$ cat config.mk
export PLATFORM = sky130hd
export DESIGN_NAME = btpc_front
export DESIGN_NICKNAME = d
export VERILOG_FILES = /design/src/rtl/btpc_pkg.sv /design/src/rtl/btpc_front.sv
export SDC_FILE = /design/constraint.sdc
export NUM_CORES = 2
export LEC_CHECK = 0
export BUFFER_PORTS_ARGS = -buffer_cell sky130_fd_sc_hd__buf_2
export CAP_MARGIN = 20
export CORE_MARGIN = 2
export CORE_UTILIZATION = 60
export DETAILED_ROUTE_END_ITERATION = 8
export PLACE_DENSITY = 0.9
export SLEW_MARGIN = 20
export SYNTH_ARGS = -nofsm -noshare
export SYNTH_HDL_FRONTEND = slang
export SYNTH_SLANG_ARGS = --single-unit
export TNS_END_PERCENT = 10
$ cat constraint.sdc
create_clock -name clk -period 10.92 [get_ports clk]
set_input_delay 0.546 -clock clk [delete_from_list [all_inputs] [get_ports clk]]
set_output_delay 0.546 -clock clk [all_outputs]
set_load 0.1 [all_outputs]
$ cat src/rtl/btpc_pkg.sv
// Shared types, constants and arithmetic helpers for the barometer compensation block.
`default_nettype none
package btpc_pkg;

  localparam int RAW_W       = 20;
  localparam int FINE_W      = 26;
  localparam int DIV_STEPS   = 64;
  localparam int FINE_OFFSET = 128000;
  localparam int PRESS_BASE  = 1048576;
  localparam int PRESS_SCALE = 3125;
  localparam int MID_DEPTH   = 4;
  localparam int OUT_DEPTH   = 2;

  typedef enum logic [1:0] {
    REG_TEMP_CAL,
    REG_PRESS_LOW,
    REG_PRESS_HIGH,
    REG_PRESS_NINTH
  } reg_idx_t;

  typedef struct packed {
    logic        [15:0] t1;
    logic signed [15:0] t2;
    logic signed [15:0] t3;
    logic        [15:0] p1;
    logic signed [15:0] p2;
    logic signed [15:0] p3;
    logic signed [15:0] p4;
    logic signed [15:0] p5;
    logic signed [15:0] p6;
    logic signed [15:0] p7;
    logic signed [15:0] p8;
    logic signed [15:0] p9;
  } cal_t;

  typedef struct packed {
    logic signed [FINE_W-1:0] fine;
    logic signed [15:0]       tc;
    logic        [RAW_W-1:0]  rp;
  } mid_t;

  typedef struct packed {
    logic signed [15:0] tc;
    logic        [31:0] pq;
    logic               err;
  } out_t;

  typedef struct packed {
    logic signed [15:0] tc;
    logic               neg;
    logic               zero;
  } side_t;

  // partial products of a 64x64 multiply kept modulo 2^64
  typedef struct packed {
    logic [63:0] ll;
    logic [31:0] lh;
    logic [31:0] hl;
  } pp_t;

  function automatic pp_t mul_parts(input logic [63:0] a, input logic [63:0] b);
    pp_t r;
    r.ll = 64'(a[31:0]) * 64'(b[31:0]);
    r.lh = a[31:0] * b[63:32];
    r.hl = a[63:32] * b[31:0];
    return r;
  endfunction

  function automatic logic [63:0] mul_sum(input pp_t p);
    logic [31:0] mid;
    mid = p.lh + p.hl;
    return p.ll + {mid, 32'b0};
  endfunction

  function automatic logic [63:0] sx16(input logic signed [15:0] v);
    return {{48{v[15]}}, v};
  endfunction

endpackage
`default_nettype wire

$ cat src/rtl/btpc_front.sv
// Front pipeline: accepts raw samples, computes fine and centi-degree temperature.
`default_nettype none
module btpc_front (
  input  wire logic                   clk,
  input  wire logic                   rst,
  input  wire btpc_pkg::cal_t         cal,
  input  wire logic                   push,
  input  wire logic [19:0]            raw_temperature,
  input  wire logic [19:0]            raw_pressure,
  output logic                        full,
  input  wire logic                   mid_full,
  output logic                        mid_push,
  output btpc_pkg::mid_t              mid_data
);
  logic [5:0]         v;
  logic               en;
  logic [19:0]        rt0;
  logic [19:0]        rp0, rp1, rp2, rp3, rp4, rp5;
  logic signed [17:0] a1;
  logic signed [16:0] b1;
  logic signed [33:0] m2;
  logic signed [33:0] bb2;
  logic signed [22:0] x3, x4;
  logic signed [21:0] bs3;
  logic signed [37:0] y4;
  logic signed [btpc_pkg::FINE_W-1:0] fine5;
  logic signed [28:0] t5;
  logic signed [20:0] ts;
  logic signed [15:0] tc;

  // stall only when the last stage holds a request the queue cannot take
  assign en       = !(v[5] && mid_full);
  assign full     = !en;
  assign mid_push = v[5] && !mid_full;

  always_ff @(posedge clk) begin
    if (rst) begin
      v <= '0;
    end else if (en) begin
      v <= {v[4:0], push};
    end
  end

  always_ff @(posedge clk) begin
    if (en) begin
      rt0   <= raw_temperature;
      rp0   <= raw_pressure;
      a1    <= $signed({1'b0, rt0[19:3]}) - $signed({1'b0, cal.t1, 1'b0});
      b1    <= $signed({1'b0, rt0[19:4]}) - $signed({1'b0, cal.t1});
      rp1   <= rp0;
      m2    <= a1 * cal.t2;
      bb2   <= b1 * b1;
      rp2   <= rp1;
      x3    <= 23'(m2 >>> 11);
      bs3   <= 22'(bb2 >>> 12);
      rp3   <= rp2;
      x4    <= x3;
      y4    <= bs3 * cal.t3;
      rp4   <= rp3;
      fine5 <= btpc_pkg::FINE_W'(x4) + btpc_pkg::FINE_W'(y4 >>> 14);
      rp5   <= rp4;
    end
  end

  always_comb begin
    t5 = 29'(fine5) * 29'sd5 + 29'sd128;
    ts = 21'(t5 >>> 8);
    if (ts > 21'sd32767) begin
      tc = 16'sh7FFF;
    end else if (ts < -21'sd32768) begin
      tc = 16'sh8000;
    end else begin
      tc = 16'(ts);
    end
    mid_data.fine = fine5;
    mid_data.tc   = tc;
    mid_data.rp   = rp5;
  end
endmodule
`default_nettype wire

==> summary.md <==
| Metric | Value |
|---|---|
| Setup Crit Path Kind | reg2reg |
| Vias per cell | 5.53 |
| Core Footprint | 74200 µm² |
| Vias in the first global route | 32800 |
| Status | complete, no violations |
| Required time of the critical path | 11.24 ns |
| Setup_tns | 0 ns |
| Clk slew on worst S/H paths | 0.06 ns |
| Clock Latency Late Sink | 0.58 ns |
| Reg area | 9640 µm² |
| CTS Buffer Depth | 3 |
| Tmin final | 7.60 ns |
| Cell mode on critical path | fa_1 |
| H-tree levels | 2 |
| Commonest register cell after synthesis | edfxtp_1 |
| CP max stage cell | edfxtp_1 |
| Pin count of the biggest net entering global routing | 93 |
| Root Driver | clkbuf_16 |
| Area of the multi-input gates | 30600 µm² |
| First-pass GRT wire length | 158 mm |
| Initial cell density of the core | 60.4% |
| Worst-Margin Slew | 1.02 ns |
| Post-synth top area cell | fa_1 |
| Total global routing overflow | 0 |
| Share of the synthesized area in the top cell type | 40.6% |
| Placer Congestion | 0.884 |
| Buf+Inv Stages, Crit Path | 6 |
| Crit path DAT | 7.92 ns |
| IO Pins | 300 |
| Area contributors post-synth | fa_1, edfxtp_1, ha_1 |
| Worst-path cell chain | buf_4, nand2_1, fa_1, inv_1, fa_1, inv_1, fa_1, inv_1, fa_1, fa_1, inv_1, fa_1, inv_1, ha_1, nand3_1, nor4_1, o211ai_1, nand2_1, a41oi_1, a211oi_1, a21oi_1, xnor2_1 |
| CTS tree | yes |
| Pre-CTS setup slack | 3.27 ns |
| Hold Path Class | in2reg |
| Final Cycle Share | 69.6% |
| Via count | 29400 |
| Number of buffers created by CTS | 39 |
| Post-CTS sizing | 0 |
| Share of cells above drive strength 1 | 5.74% |
| Max Cap Violations | 0 |
| Fin Clk Skew | 0.0305 ns |
| Remaining DRCs | 0 |
| Final Hold Vio Count | 0 |
| Drt initial violations | 2036 |
| Slowest stage delay, CP | 0.77 ns |
| CTS Hold Bufs | 0 |
| Syn Area/Cell | 10.6 µm² |
| Die area | 77000 µm² |
| Setup crit end kind | flop |
| Setup repair after global routing missed its margin | false |
| Post-DP HPWL | 74.3 mm |
| Synthesized cell area | 44900 µm² |
| Slew Viols, Final | 0 |
| 1st-pass router iterations | 6 |
| FILL cells | 5342 |
| Die Ht | 277 µm |
| Final worst slack | 3.32 ns |
| GRT Util Overall | 25.8% |
| Detailed Route WL | 95.5 mm |
| Post-Synthesis Cells | 4245 |
| Number of synthesized register bits | 323 |
| Async SR Flop Fraction | 0% |
| Post-DP Area | 46500 µm² |
| Maximum clock frequency | 0.132 GHz |
| Total nets after synthesis | 5753 |
| Number of setup buffers added after CTS | 0 |
| Yosys Warn Count | 0 |
| Synth unique cells | 68 |
| Worst setup SP type | flop |
| Worst Path Max Fanout | 16 |
| Final ANT Viol Nets | 0 |
| Number of flops mapped to enable cells by yosys | 317 |
| Clk sinks | 323 |
| Die X | 277 µm |
| Final-report setup violation count | 0 |
| Final net count | 5834 |
| WL per Instance | 17.9 µm |
| Reg2Reg Setup Slack | 3.32 ns |
| FP Rows | 100 |
| CP delay by family, top | adder cells |
| Post-layout instance area | 47700 µm² |
| Max_slew headroom | 32.1% |
| Area delta synth->final | 6.43% |
| Port buffer count | 152 |
| Register area share after synthesis | 21.5% |
| Initial antenna violation count | 11 |
-- cell usage in the layout, fill, tap and decap left out, drive strengths merged, types with 11 or more instances in the layout --
cell type and count:
fa 910, and2 287, o21ai 39, nand4 11, clkbuf 46, xnor2 98
o21a 23, xor2 42, nor2b 14, nand3 19, inv 1099, a211oi 11
a21oi 93, nand2 493, nand2b 25, nor3 26, edfxtp 317, ha 362
buf 173, a21o 43, clkinv 13, nor2 114
-- worst paths after layout --
path,start,to,cells after the start
worst min register to register,rp4[3],rp5[3],0
worst max register to register,a1[15],m2[33],22
worst max-delay path,a1[15],m2[33],22
worst min-delay path,raw_temperature[15],rt0[15],1
-- synthesized netlist by cell type, drive strengths merged, types with 23 or more instances --
| cell | instances |
|---|---|
| inv | 1093 |
| a21oi | 93 |
| xnor2 | 98 |
| o21a | 23 |
| a21o | 43 |
| edfxtp | 317 |
| nor2 | 114 |
| xor2 | 42 |
| ha | 362 |
| fa | 910 |
| nor3 | 26 |
| and2 | 287 |
| o21ai | 39 |
| nand2 | 493 |
| nand2b | 25 |
| clkbuf | 130 |
-- per-layer routing --
metal	vias up	wire, µm	track usage [%]
li1	12900	-	-
met1	14900	34400	30.8
met2	1274	49400	45.5
met3	380	6810	4.27
met4	8	4780	12.7
met5	-	56	0
-- sequential cells by signal, summed over array words and instances, names as in the netlist --
signal / cells
bb2: 22
bs3: 22
rp3: 20
x4: 23
rp1: 20
a1: 18
rp0: 20
rp2: 20
rp5: 20
m2: 23
fine5: 25
y4: 24
v: 6
x3: 23
rp4: 20
rt0: 17
-- cells by family after synthesis --
kind of cell / after synthesis / share of synthesized area, %
fa+ha+maj: 1272 / 50.7
buf+inv: 1227 / 10.3
simple gates: 1018 / 10.8
flops: 323 / 21.5
compound gates: 264 / 3.97
xor+xnor: 140 / 2.73
mux: 1 / 0.0223
-- through the flow --
step                utilization, %  hold WS, ns  std cells
global placement              62.6        0.400       5254
detailed placement            62.6        0.405       5254
floorplan                        -        0.400       4245
global route                  64.3        0.125       5321
CTS                           64.3        0.124       5321
finish                        64.3        0.140       5326
-- cell type report --
cell class,count,share of cell area (%)
Tap cell,969,2.54
Inverter,1094,8.60
Antenna cell,5,0.0262
Multi-Input combinational cell,2695,64.1
Clock inverter,21,0.448
Timing Repair Buffer,173,1.93
Clock buffer,46,2.14
Sequential cell,323,20.2
Power is left out: the tool's default activity adds up to more than one toggle a clock period on the data nets, which glitch-free logic cannot reach.
