===== src/rtl/btpc_pkg.sv =====
// Shared types, constants and arithmetic helpers for the barometer compensation block.
`default_nettype none
package btpc_pkg;

  localparam int RAW_W       = 20;
  localparam int FINE_W      = 26;
  localparam int DIV_STEPS   = 64;
  localparam int FINE_OFFSET = 128000;
  localparam int PRESS_BASE  = 1048576;
  localparam int PRESS_SCALE = 3125;
  localparam int MID_DEPTH   = 4;
  localparam int OUT_DEPTH   = 2;

  typedef enum logic [1:0] {
    REG_TEMP_CAL,
    REG_PRESS_LOW,
    REG_PRESS_HIGH,
    REG_PRESS_NINTH
  } reg_idx_t;

  typedef struct packed {
    logic        [15:0] t1;
    logic signed [15:0] t2;
    logic signed [15:0] t3;
    logic        [15:0] p1;
    logic signed [15:0] p2;
    logic signed [15:0] p3;
    logic signed [15:0] p4;
    logic signed [15:0] p5;
    logic signed [15:0] p6;
    logic signed [15:0] p7;
    logic signed [15:0] p8;
    logic signed [15:0] p9;
  } cal_t;

  typedef struct packed {
    logic signed [FINE_W-1:0] fine;
    logic signed [15:0]       tc;
    logic        [RAW_W-1:0]  rp;
  } mid_t;

  typedef struct packed {
    logic signed [15:0] tc;
    logic        [31:0] pq;
    logic               err;
  } out_t;

  typedef struct packed {
    logic signed [15:0] tc;
    logic               neg;
    logic               zero;
  } side_t;

  // partial products of a 64x64 multiply kept modulo 2^64
  typedef struct packed {
    logic [63:0] ll;
    logic [31:0] lh;
    logic [31:0] hl;
  } pp_t;

  function automatic pp_t mul_parts(input logic [63:0] a, input logic [63:0] b);
    pp_t r;
    r.ll = 64'(a[31:0]) * 64'(b[31:0]);
    r.lh = a[31:0] * b[63:32];
    r.hl = a[63:32] * b[31:0];
    return r;
  endfunction

  function automatic logic [63:0] mul_sum(input pp_t p);
    logic [31:0] mid;
    mid = p.lh + p.hl;
    return p.ll + {mid, 32'b0};
  endfunction

  function automatic logic [63:0] sx16(input logic signed [15:0] v);
    return {{48{v[15]}}, v};
  endfunction

endpackage
`default_nettype wire


===== src/rtl/btpc_queue.sv =====
// Small register FIFO used between the front and back and at the result side.
`default_nettype none
module btpc_queue #(
  parameter int W     = 8,
  parameter int DEPTH = btpc_pkg::MID_DEPTH
) (
  input  wire logic         clk,
  input  wire logic         rst,
  input  wire logic         push,
  input  wire logic [W-1:0] din,
  output logic              full,
  input  wire logic         pop,
  output logic [W-1:0]      dout,
  output logic              empty
);
  localparam int AW = $clog2(DEPTH);
  localparam int CW = $clog2(DEPTH + 1);

  logic [W-1:0]  mem [DEPTH];
  logic [AW-1:0] wr_ptr;
  logic [AW-1:0] rd_ptr;
  logic [CW-1:0] count;
  logic          do_push;
  logic          do_pop;

  assign full    = (count == CW'(DEPTH));
  assign empty   = (count == '0);
  assign dout    = mem[rd_ptr];
  assign do_push = push && !full;
  assign do_pop  = pop && !empty;

  always_ff @(posedge clk) begin
    if (do_push) begin
      mem[wr_ptr] <= din;
    end
  end

  always_ff @(posedge clk) begin
    if (rst) begin
      wr_ptr <= '0;
      rd_ptr <= '0;
      count  <= '0;
    end else begin
      if (do_push) begin
        wr_ptr <= (wr_ptr == AW'(DEPTH - 1)) ? '0 : wr_ptr + 1'b1;
      end
      if (do_pop) begin
        rd_ptr <= (rd_ptr == AW'(DEPTH - 1)) ? '0 : rd_ptr + 1'b1;
      end
      case ({do_push, do_pop})
        2'b10:   count <= count + 1'b1;
        2'b01:   count <= count - 1'b1;
        default: count <= count;
      endcase
    end
  end
endmodule
`default_nettype wire


===== config.mk =====
export PLATFORM = sky130hd
export DESIGN_NAME = btpc_queue
export DESIGN_NICKNAME = d
export VERILOG_FILES = /design/src/rtl/btpc_pkg.sv /design/src/rtl/btpc_queue.sv
export SDC_FILE = /design/constraint.sdc
export NUM_CORES = 1
export LEC_CHECK = 0
export BUFFER_PORTS_ARGS = -buffer_cell sky130_fd_sc_hd__buf_2
export CAP_MARGIN = 20
export CORE_ASPECT_RATIO = 1.1
export CORE_MARGIN = 2
export CORE_UTILIZATION = 55
export CTS_CLUSTER_DIAMETER = 120
export DETAILED_ROUTE_END_ITERATION = 12
export PLACE_DENSITY = 0.85
export RECOVER_POWER = 100
export SYNTH_ARGS = -nofsm -noshare
export SYNTH_HDL_FRONTEND = slang
export SYNTH_SLANG_ARGS = --single-unit

===== constraint.sdc =====
create_clock -name clk -period 3.2 [get_ports clk]
set_input_delay 0.16 -clock clk [delete_from_list [all_inputs] [get_ports clk]]
set_output_delay 0.16 -clock clk [all_outputs]
set_load 0.05 [all_outputs]

==> results.sh, run 1 <==
export IMPL_drcViolationCount=0
export IMPL_postSynthCellCount=96
export IMPL_synth_main_ff_cell="edfxtp_1"
export IMPL_cts_htree_levels=2
export IMPL_seqPwrFrac_pct=49.7
export IMPL_p_switching_mw=0.5352
export IMPL_maxSlewHeadroom_pct=59.78
export IMPL_yosys_top_cells_area="edfxtp_1, dfxtp_1, mux4_2"
export IMPL_clockBufferDepth=2
export IMPL_drive_above_1_share_pct=14.88
export IMPL_cts_resized=0
export IMPL_synth_compound_area_share_pct=3.189
export IMPL_worstPathCellList="or3b_1, and2_0, inv_1, ha_1, inv_1, fa_1, xor2_1, or3_2, a21oi_1"
export IMPL_crit_family="simple AND/OR/NAND/NOR gates"
export IMPL_fmax_mhz=389.2
export IMPL_gp_congestion=0.7091
export IMPL_fin_crit_sh_pct=80.30
export IMPL_yosysSeqAreaShare_pct=69.25
export IMPL_antenna_cells=0
export IMPL_place_inst=146
export IMPL_vias_per_cell=5.656
export IMPL_p_leak_nw=0.6310
export IMPL_yosys_cell_types_count=27
export IMPL_peakVddDrop_mv=0.7129
export IMPL_post_drt_wl_per_cell_um=15.73
export IMPL_clkTransAtPathRegs_ns=0.10
export IMPL_clkPwrFrac_pct=16.2
export IMPL_wl_met2_mm=1.259
export IMPL_row_count=20
export IMPL_first_iter_violations=20
export IMPL_first_pass_iters=4
export IMPL_grt_pass1_wl_mm=3.877
export IMPL_finalHoldViolCount=0
export IMPL_syn_nets=115
export IMPL_cpPeakStageDelay_ns=0.49
export IMPL_hold_path_class="in2reg"
export IMPL_antenna_found_initial=0
export IMPL_cts_sinks=41
export IMPL_skew_ns=0.002538
export IMPL_synth_xor_area_share_pct=1.063
export IMPL_core_um2=2803
export IMPL_path_common_cell="inv_1"
export IMPL_final_cells=154
export IMPL_ios=22
export IMPL_cts_setup_buffers=0
export IMPL_cp_required_ns=3.47
export IMPL_startpoint_type="flip-flop"
export IMPL_synthMuxAreaShare_pct=11.54
export IMPL_crit_type="reg2reg"
export IMPL_grt_usage_pct=16.28
export IMPL_synth_adder_area_share_pct=5.771
export IMPL_switching_share_pct=37.63
export IMPL_root_buffer="clkbuf_4"
export IMPL_port_buffers=21
export IMPL_area_delta_synth_final_pct=8.732
export IMPL_clkLatencyLatePin_ns=0.33
export IMPL_die_x_um=56.19
export IMPL_met1_length_um=941
export IMPL_post_route_util_pct=63.93
export IMPL_drv_cap=0
export IMPL_critPathBufInv=2
export IMPL_outcome="completed"
export IMPL_cts_hold_buf=0
export IMPL_internal_power_mw=0.8873
export IMPL_die_area_um2=3450
export IMPL_worst_slew_pin_slew_ns=0.6059
export IMPL_async_flop_share_pct=0
export IMPL_die_h_um=61.41
export IMPL_cp_slowest_cell="or3b_1"
export IMPL_cts_buffers=5
export IMPL_fin_total_pwr_mw=1.423
export IMPL_grt_pass1_vias=863
export IMPL_dp_hpwl_mm=1.737
export IMPL_power_density_nw_per_um2=793.9
export IMPL_wl_mm=2.423
export IMPL_final_setup_tns_ns=0
export IMPL_yosysMostFrequentCell="edfxtp_1"
export IMPL_synth_edff_count=32
export IMPL_setup_viol=0
export IMPL_rsz0062_at_grt="no"
export IMPL_arrival_ns=2.84
export IMPL_ys_top_cells_by_count="edfxtp_1, dfxtp_1, inv_1, mux4_2, ha_1"
export IMPL_ys_warn_count=0
export IMPL_grt_max_degree=12
export IMPL_ys_ff_latch=41
export IMPL_routed_top_layer="met4"
export IMPL_start_util_pct=58.79
export IMPL_tritoncts="done"
export IMPL_synth_top_family_by_area="multiplexers"
export IMPL_postRouteAntennaNets=0
export IMPL_comb_power_share_pct=34.1
export IMPL_vias=871
export IMPL_wl_met3_um=171
export IMPL_syn_area_um2=1648
export IMPL_gr_total_overflow=0
export IMPL_path_max_fanout=9
export IMPL_yosysTopAreaCell="edfxtp_1"
export IMPL_drv_slew=0
export IMPL_synth_top_area_share_pct=58.31
export IMPL_synth_simple_area_share_pct=5.923
export IMPL_synth_avg_cell_area_um2=17.16
export IMPL_fin_crit_ns=2.569
export IMPL_endpoint_kind="flip-flop"
export IMPL_fin_nets=139
[layout make-up]
type | instances | area (um2)
inverter | 8 | 30.03
multi-input combinational | 43 | 447.9
timing repair buffer | 21 | 82.58
clock buffer | 8 | 48.80
tap | 33 | 41.29
sequential | 41 | 1141
fill | 206 | 1011
[stage by stage]
stage                     hold WS [ns]  area [um2]  worst slack (ns)
after floorplan                 0.2589        1648            0.8501
after global placement          0.3715        1770            0.7887
after detailed placement        0.3783        1770            0.6747
after CTS                      0.01536        1819            0.6513
after global routing           0.07812        1792            0.4546
final                          0.07424        1792            0.6306
[state kept, by name (all words and copies together) (netlist names), named ones only]
name    count
count       3
mem        32
rd_ptr      2
wr_ptr      2
[metal layers]
metal	GRT usage [%]	vias to the layer above
met5	0	-
met4	8.163	0
met3	7.353	7
met2	29.75	29
met1	15.93	427
li1	-	408
[power by group through the flow]
stage | clock network, mW | logic [mW] | registers [mW]
after floorplan | 0 | 0.442 | 0.684
after global placement | 0 | 0.493 | 0.714
after detailed placement | 0 | 0.504 | 0.721
after CTS | 0.241 | 0.509 | 0.709
after global routing | 0.263 | 0.526 | 0.717
final | 0.230 | 0.486 | 0.707
[cells by family after synthesis]
| group | Yosys count |
|---|---|
| XOR/XNOR | 2 |
| AO/OA/AOI/OAI | 8 |
| AND/OR/NAND/NOR | 17 |
| adder cells (fa/ha/maj) | 7 |
| flip-flops | 41 |
| multiplexers | 9 |
| buffers and inverters | 12 |
[cells in the final DEF (no fill, tap or decap)]
cell	count
edfxtp_1	32
clkbuf_1	21
dfxtp_1	9
inv_1	8
mux4_2	8
ha_1	6
clkbuf_4	5
and3_1	4
nor2_1	4
a21oi_1	4
buf_2	3
nor3_1	2
xor2_1	2
nand3_1	2
o31ai_1	1
or3b_1	1
and2_0	1
o31ai_2	1
or3_1	1
nand2_1	1
mux2i_1	1
a21o_1	1
o21ai_0	1
or3_2	1
fa_1	1
[worst paths after layout]
path                            startpoint         to  slack (ns)  depth (start not counted)
worst max-delay path              count[2]   count[2]        0.63                          9
worst min-delay path                din[6]  mem[0][6]        0.07                          1
worst max register to register    count[2]   count[2]        0.63                          9
worst min register to register   rd_ptr[0]  rd_ptr[0]        0.51                          2
(Power assumes the default switching activity.)
==> inputs of run 2 (changes only) <==
==> constraint.sdc (replaced) <==
create_clock -name clk -period 2.61 [get_ports clk]
set_input_delay 0.1305 -clock clk [delete_from_list [all_inputs] [get_ports clk]]
set_output_delay 0.1305 -clock clk [all_outputs]
set_load 0.05 [all_outputs]
==> results.sh, run 2 (synthesized netlist as in run 1, its figures left out) <==
export IMPL_outcome="completed"
export IMPL_drive_above_1_share_pct=15.38
export IMPL_final_cells=163
export IMPL_cts_sinks=41
export IMPL_setup_viol=0
export IMPL_switching_share_pct=38.56
export IMPL_wl_mm=2.678
export IMPL_grt_max_degree=13
export IMPL_drcViolationCount=0
export IMPL_skew_ns=0.007359
export IMPL_arrival_ns=2.73
export IMPL_fin_crit_sh_pct=93.78
export IMPL_power_density_nw_per_um2=943.9
export IMPL_r2r_start="count[2]"
export IMPL_peakVddDrop_mv=0.7638
export IMPL_cts_htree_levels=2
export IMPL_place_inst=147
export IMPL_dp_hpwl_mm=1.863
export IMPL_root_buffer="clkbuf_4"
export IMPL_gr_total_overflow=0
export IMPL_holdWs_ns=0.05017
export IMPL_clkPwrFrac_pct=16.0
export IMPL_comb_power_share_pct=35.0
export IMPL_cts_buffers=5
export IMPL_internal_power_mw=1.090
export IMPL_final_area_um2=1879
export IMPL_antenna_found_initial=0
export IMPL_first_iter_violations=18
export IMPL_vias_per_cell=5.479
export IMPL_drv_cap=0
export IMPL_path_common_cell="inv_1"
export IMPL_crit_family="simple AND/OR/NAND/NOR gates"
export IMPL_fin_ws_ns=0.1623
export IMPL_layout_commonest_cell="edfxtp_1"
export IMPL_vias=893
export IMPL_p_switching_mw=0.6839
export IMPL_cts_resized=0
export IMPL_die_area_um2=3450
export IMPL_die_h_um=61.41
export IMPL_largest_register="mem"
export IMPL_largestRegisters="mem x32, count x3"
export IMPL_post_dp_cell_area_um2=1778
export IMPL_drv_slew=0
export IMPL_path_max_fanout=5
export IMPL_grt_usage_pct=18.80
export IMPL_port_buffers=21
export IMPL_finalHoldViolCount=0
export IMPL_cp_depth=9
export IMPL_cpPeakStageDelay_ns=0.42
export IMPL_clkTransAtPathRegs_ns=0.11
export IMPL_grt_pass1_vias=1005
export IMPL_worst_slew_pin_slew_ns=0.6022
export IMPL_ff2ff_path_depth=9
export IMPL_r2r_end="count[2]"
export IMPL_largest_register_ffs=32
export IMPL_seqPwrFrac_pct=49.0
export IMPL_cts_setup_buffers=0
export IMPL_startpoint_type="flip-flop"
export IMPL_cts_hold_buf=7
export IMPL_fin_nets=148
export IMPL_maxSlewHeadroom_pct=60.02
export IMPL_fin_crit_ns=2.448
export IMPL_crit_start="count[2]"
export IMPL_cp_slowest_cell="or3_2"
export IMPL_endpoint_kind="flip-flop"
export IMPL_crit_type="reg2reg"
export IMPL_fmax_mhz=408.5
export IMPL_antenna_cells=0
export IMPL_tritoncts="done"
export IMPL_die_x_um=56.19
export IMPL_clockBufferDepth=2
export IMPL_row_count=20
export IMPL_rrSetupSlack_ns=0.16
export IMPL_area_delta_synth_final_pct=14.05
export IMPL_rsz0062_at_grt="no"
export IMPL_gp_congestion=0.6963
export IMPL_postRouteAntennaNets=0
export IMPL_ios=22
export IMPL_hold_path_class="in2reg"
export IMPL_post_drt_wl_per_cell_um=16.43
export IMPL_critPathBufInv=2
export IMPL_dpl_worst_slack_ns=0.2300
export IMPL_final_cell_mix="edfxtp_1, clkbuf_1, dfxtp_1"
export IMPL_clkLatencyLatePin_ns=0.35
export IMPL_worstPathCellList="or3b_1, and2_4, inv_1, ha_1, inv_1, fa_1, xor2_1, or3_2, a21oi_1"
export IMPL_final_setup_tns_ns=0
export IMPL_core_um2=2803
export IMPL_start_util_pct=58.79
export IMPL_cp_required_ns=2.90
export IMPL_first_pass_iters=4
export IMPL_p_leak_nw=0.6719
export IMPL_crit_end="count[2]"
export IMPL_grt_pass1_wl_mm=4.512
-- run 2: cell count changes in the layout (fill, tap and decap cells not counted) --
| cell | before | now |
|---|---|---|
| and2_4 | 0 | 1 |
| dlygate4sd3_1 | 0 | 8 |
| clkinv_1 | 0 | 2 |
| and2_0 | 1 | 0 |
| clkinv_2 | 0 | 1 |
| clkbuf_1 | 21 | 19 |
-- run 2: power groups by stage --
stage	registers (mW)	clock network (mW)	logic, mW
floorplan	0.839	0	0.542
global placement	0.876	0	0.609
detailed placement	0.887	0	0.634
CTS	0.872	0.293	0.647
global route	0.884	0.332	0.672
finish	0.869	0.284	0.620
-- run 2: worst min path at each step --
| stage | startpoint | endpoint | cells past startpoint |
|---|---|---|---|
| after global routing | rst | count[2] | 2 |
| after floorplan | din[0] | mem[0][0] | 0 |
| final | rst | count[2] | 2 |
| after CTS | din[5] | mem[3][5] | 1 |
| after detailed placement | din[2] | mem[1][2] | 1 |
| after global placement | din[2] | mem[1][2] | 1 |
-- run 2: final cells by class --
class	count	area, um2
Multi-Input combinational cell	43	450.4
Clock buffer	5	37.54
Inverter	8	30.03
Sequential cell	41	1141
Fill cell	207	923.4
Clock inverter	3	12.51
Timing Repair Buffer	30	166.4
Tap cell	33	41.29
-- run 2: layer usage --
| layer | vias to the layer above | GRT usage (%) | wire length, um |
|---|---|---|---|
| met4 | 0 | 9.184 | 43 |
| met5 | - | 0 | 0 |
| met3 | 5 | 5.672 | 102 |
| met2 | 21 | 36.13 | 1524 |
| met1 | 439 | 18.90 | 1007 |
| li1 | 428 | - | - |
-- run 2: metrics by stage --
step / util (%) / power (mW)
2_1_floorplan: - / 1.381
3_3_place_gp: 63.44 / 1.485
3_5_place_dp: 63.44 / 1.521
4_1_cts: 67.72 / 1.812
5_1_grt: 67.05 / 1.889
6_report: 67.05 / 1.774
==> inputs of run 3 (changes only) <==
--- a/config.mk
+++ b/config.mk
@@ -9,10 +9,10 @@
 export CAP_MARGIN = 20
 export CORE_ASPECT_RATIO = 1.1
 export CORE_MARGIN = 2
-export CORE_UTILIZATION = 55
+export CORE_UTILIZATION = 60
 export CTS_CLUSTER_DIAMETER = 120
 export DETAILED_ROUTE_END_ITERATION = 12
-export PLACE_DENSITY = 0.85
+export PLACE_DENSITY = 0.91
 export RECOVER_POWER = 100
 export SYNTH_ARGS = -nofsm -noshare
 export SYNTH_HDL_FRONTEND = slang
==> constraint.sdc (replaced) <==
create_clock -name clk -period 3 [get_ports clk]
set_input_delay 0.15 -clock clk [delete_from_list [all_inputs] [get_ports clk]]
set_output_delay 0.15 -clock clk [all_outputs]
set_load 0.05 [all_outputs]
==> results.sh, run 3 (synthesized netlist as in run 1, its figures left out) <==
export IMPL_fin_crit_ns=2.577
export IMPL_dp_hpwl_mm=1.779
export IMPL_largest_register="mem"
export IMPL_grt_usage_pct=18.69
export IMPL_fin_nets=145
export IMPL_hold_path_class="in2reg"
export IMPL_antenna_found_initial=0
export IMPL_vias=881
export IMPL_fin_crit_sh_pct=85.91
export IMPL_final_cell_mix="edfxtp_1, clkbuf_1, dfxtp_1, inv_1, mux4_2"
export IMPL_first_pass_iters=4
export IMPL_dpl_worst_slack_ns=0.4675
export IMPL_cp_required_ns=3.28
export IMPL_internal_power_mw=0.9486
export IMPL_p_switching_mw=0.5846
export IMPL_seqPwrFrac_pct=49.2
export IMPL_postRouteAntennaNets=0
export IMPL_gr_total_overflow=0
export IMPL_startpoint_type="flip-flop"
export IMPL_grt_pass1_wl_mm=3.898
export IMPL_fin_ws_ns=0.4226
export IMPL_comb_power_share_pct=34.4
export IMPL_wl_mm=2.558
export IMPL_endpoint_kind="flip-flop"
export IMPL_r2r_start="count[2]"
export IMPL_drcViolationCount=0
export IMPL_drv_cap=0
export IMPL_post_dp_cell_area_um2=1768
export IMPL_maxSlewHeadroom_pct=59.69
export IMPL_die_h_um=58.97
export IMPL_die_x_um=53.97
export IMPL_area_delta_synth_final_pct=12.22
export IMPL_cts_htree_levels=2
export IMPL_whs_path_depth=2
export IMPL_drv_slew=0
export IMPL_post_drt_wl_per_cell_um=16.19
export IMPL_final_area_um2=1849
export IMPL_root_buffer="clkbuf_4"
export IMPL_worst_slew_pin_slew_ns=0.6072
export IMPL_rsz0062_at_grt="no"
export IMPL_first_iter_violations=31
export IMPL_grt_busiest_layer="met2"
export IMPL_switching_share_pct=38.13
export IMPL_grt_pass1_vias=882
export IMPL_place_inst=144
export IMPL_layout_commonest_cell="edfxtp_1"
export IMPL_arrival_ns=2.86
export IMPL_cts_setup_buffers=0
export IMPL_skew_ns=0.006192
export IMPL_gp_congestion=0.7394
export IMPL_gr_usage_met1_pct=19.42
export IMPL_fmax_mhz=388.0
export IMPL_drive_above_1_share_pct=14.17
export IMPL_crit_start="count[2]"
export IMPL_ff2ff_path_depth=9
export IMPL_largestRegisters="mem x32, count x3"
export IMPL_power_density_nw_per_um2=829.1
export IMPL_port_buffers=21
export IMPL_outcome="completed"
export IMPL_ios=22
export IMPL_finalHoldViolCount=0
export IMPL_post_route_util_pct=72.70
export IMPL_cts_sinks=41
export IMPL_peakVddDrop_mv=0.7065
export IMPL_clockBufferDepth=2
export IMPL_clkTransAtPathRegs_ns=0.10
export IMPL_path_max_fanout=9
export IMPL_p_leak_nw=0.6565
export IMPL_largest_register_ffs=32
export IMPL_final_setup_tns_ns=0
export IMPL_tritoncts="done"
export IMPL_holdWs_ns=0.06907
export IMPL_die_area_um2=3182
export IMPL_row_count=19
export IMPL_setup_viol=0
export IMPL_core_um2=2544
export IMPL_clkLatencyLatePin_ns=0.35
export IMPL_vias_per_cell=5.576
export IMPL_fin_total_pwr_mw=1.533
export IMPL_grt_max_degree=13
export IMPL_start_util_pct=64.78
export IMPL_cts_buffers=5
export IMPL_use_met3_pct=7.868
export IMPL_grt_met2_usage_pct=32.40
export IMPL_antenna_cells=0
export IMPL_crit_type="reg2reg"
export IMPL_clkPwrFrac_pct=16.4
export IMPL_hp_start="rst"
export IMPL_final_cells=158
## run 3: power groups by stage
| stage | clock network [mW] | registers (mW) | logic [mW] |
|---|---|---|---|
| 5_1_grt | 0.280 | 0.765 | 0.568 |
| 3_5_place_dp | 0 | 0.771 | 0.540 |
| 4_1_cts | 0.254 | 0.757 | 0.546 |
| 3_3_place_gp | 0 | 0.762 | 0.525 |
| 6_report | 0.251 | 0.755 | 0.527 |
| 2_1_floorplan | 0 | 0.730 | 0.472 |
## run 3: worst max-delay path: stages, from the launching register on
cell and delay (ns):
dfxtp_1 0.40, or3b_1 0.50, and2_0 0.24, inv_1 0.07
ha_1 0.18, inv_1 0.06, fa_1 0.38, xor2_1 0.16
or3_2 0.40, a21oi_1 0.15
## run 3: final timing paths
kind / slack [ns] / endpoint
min: 0.07 / wr_ptr[1]
max reg2reg: 0.42 / count[2]
min reg2reg: 0.52 / flip-flop
max: 0.42 / count[2]
## run 3: area by class of cell
type	count	area [um2]
Clock buffer	7	45.04
Fill cell	164	694.4
Sequential cell	41	1141
Timing Repair Buffer	27	142.6
Tap cell	31	38.79
Clock inverter	1	3.754
Inverter	8	30.03
Multi-Input combinational cell	43	447.9
## run 3: routing by layer
| metal | vias up | wire length, um |
|---|---|---|
| met4 | 0 | 34 |
| met2 | 25 | 1422 |
| met5 | - | 0 |
| met1 | 432 | 955 |
| met3 | 3 | 146 |
| li1 | 421 | - |
## run 3: repair_timing
action                    in CTS  in global routing
hold endpoints to repair       6                 13
gates resized for setup        0                  0
hold buffers                   2                  4
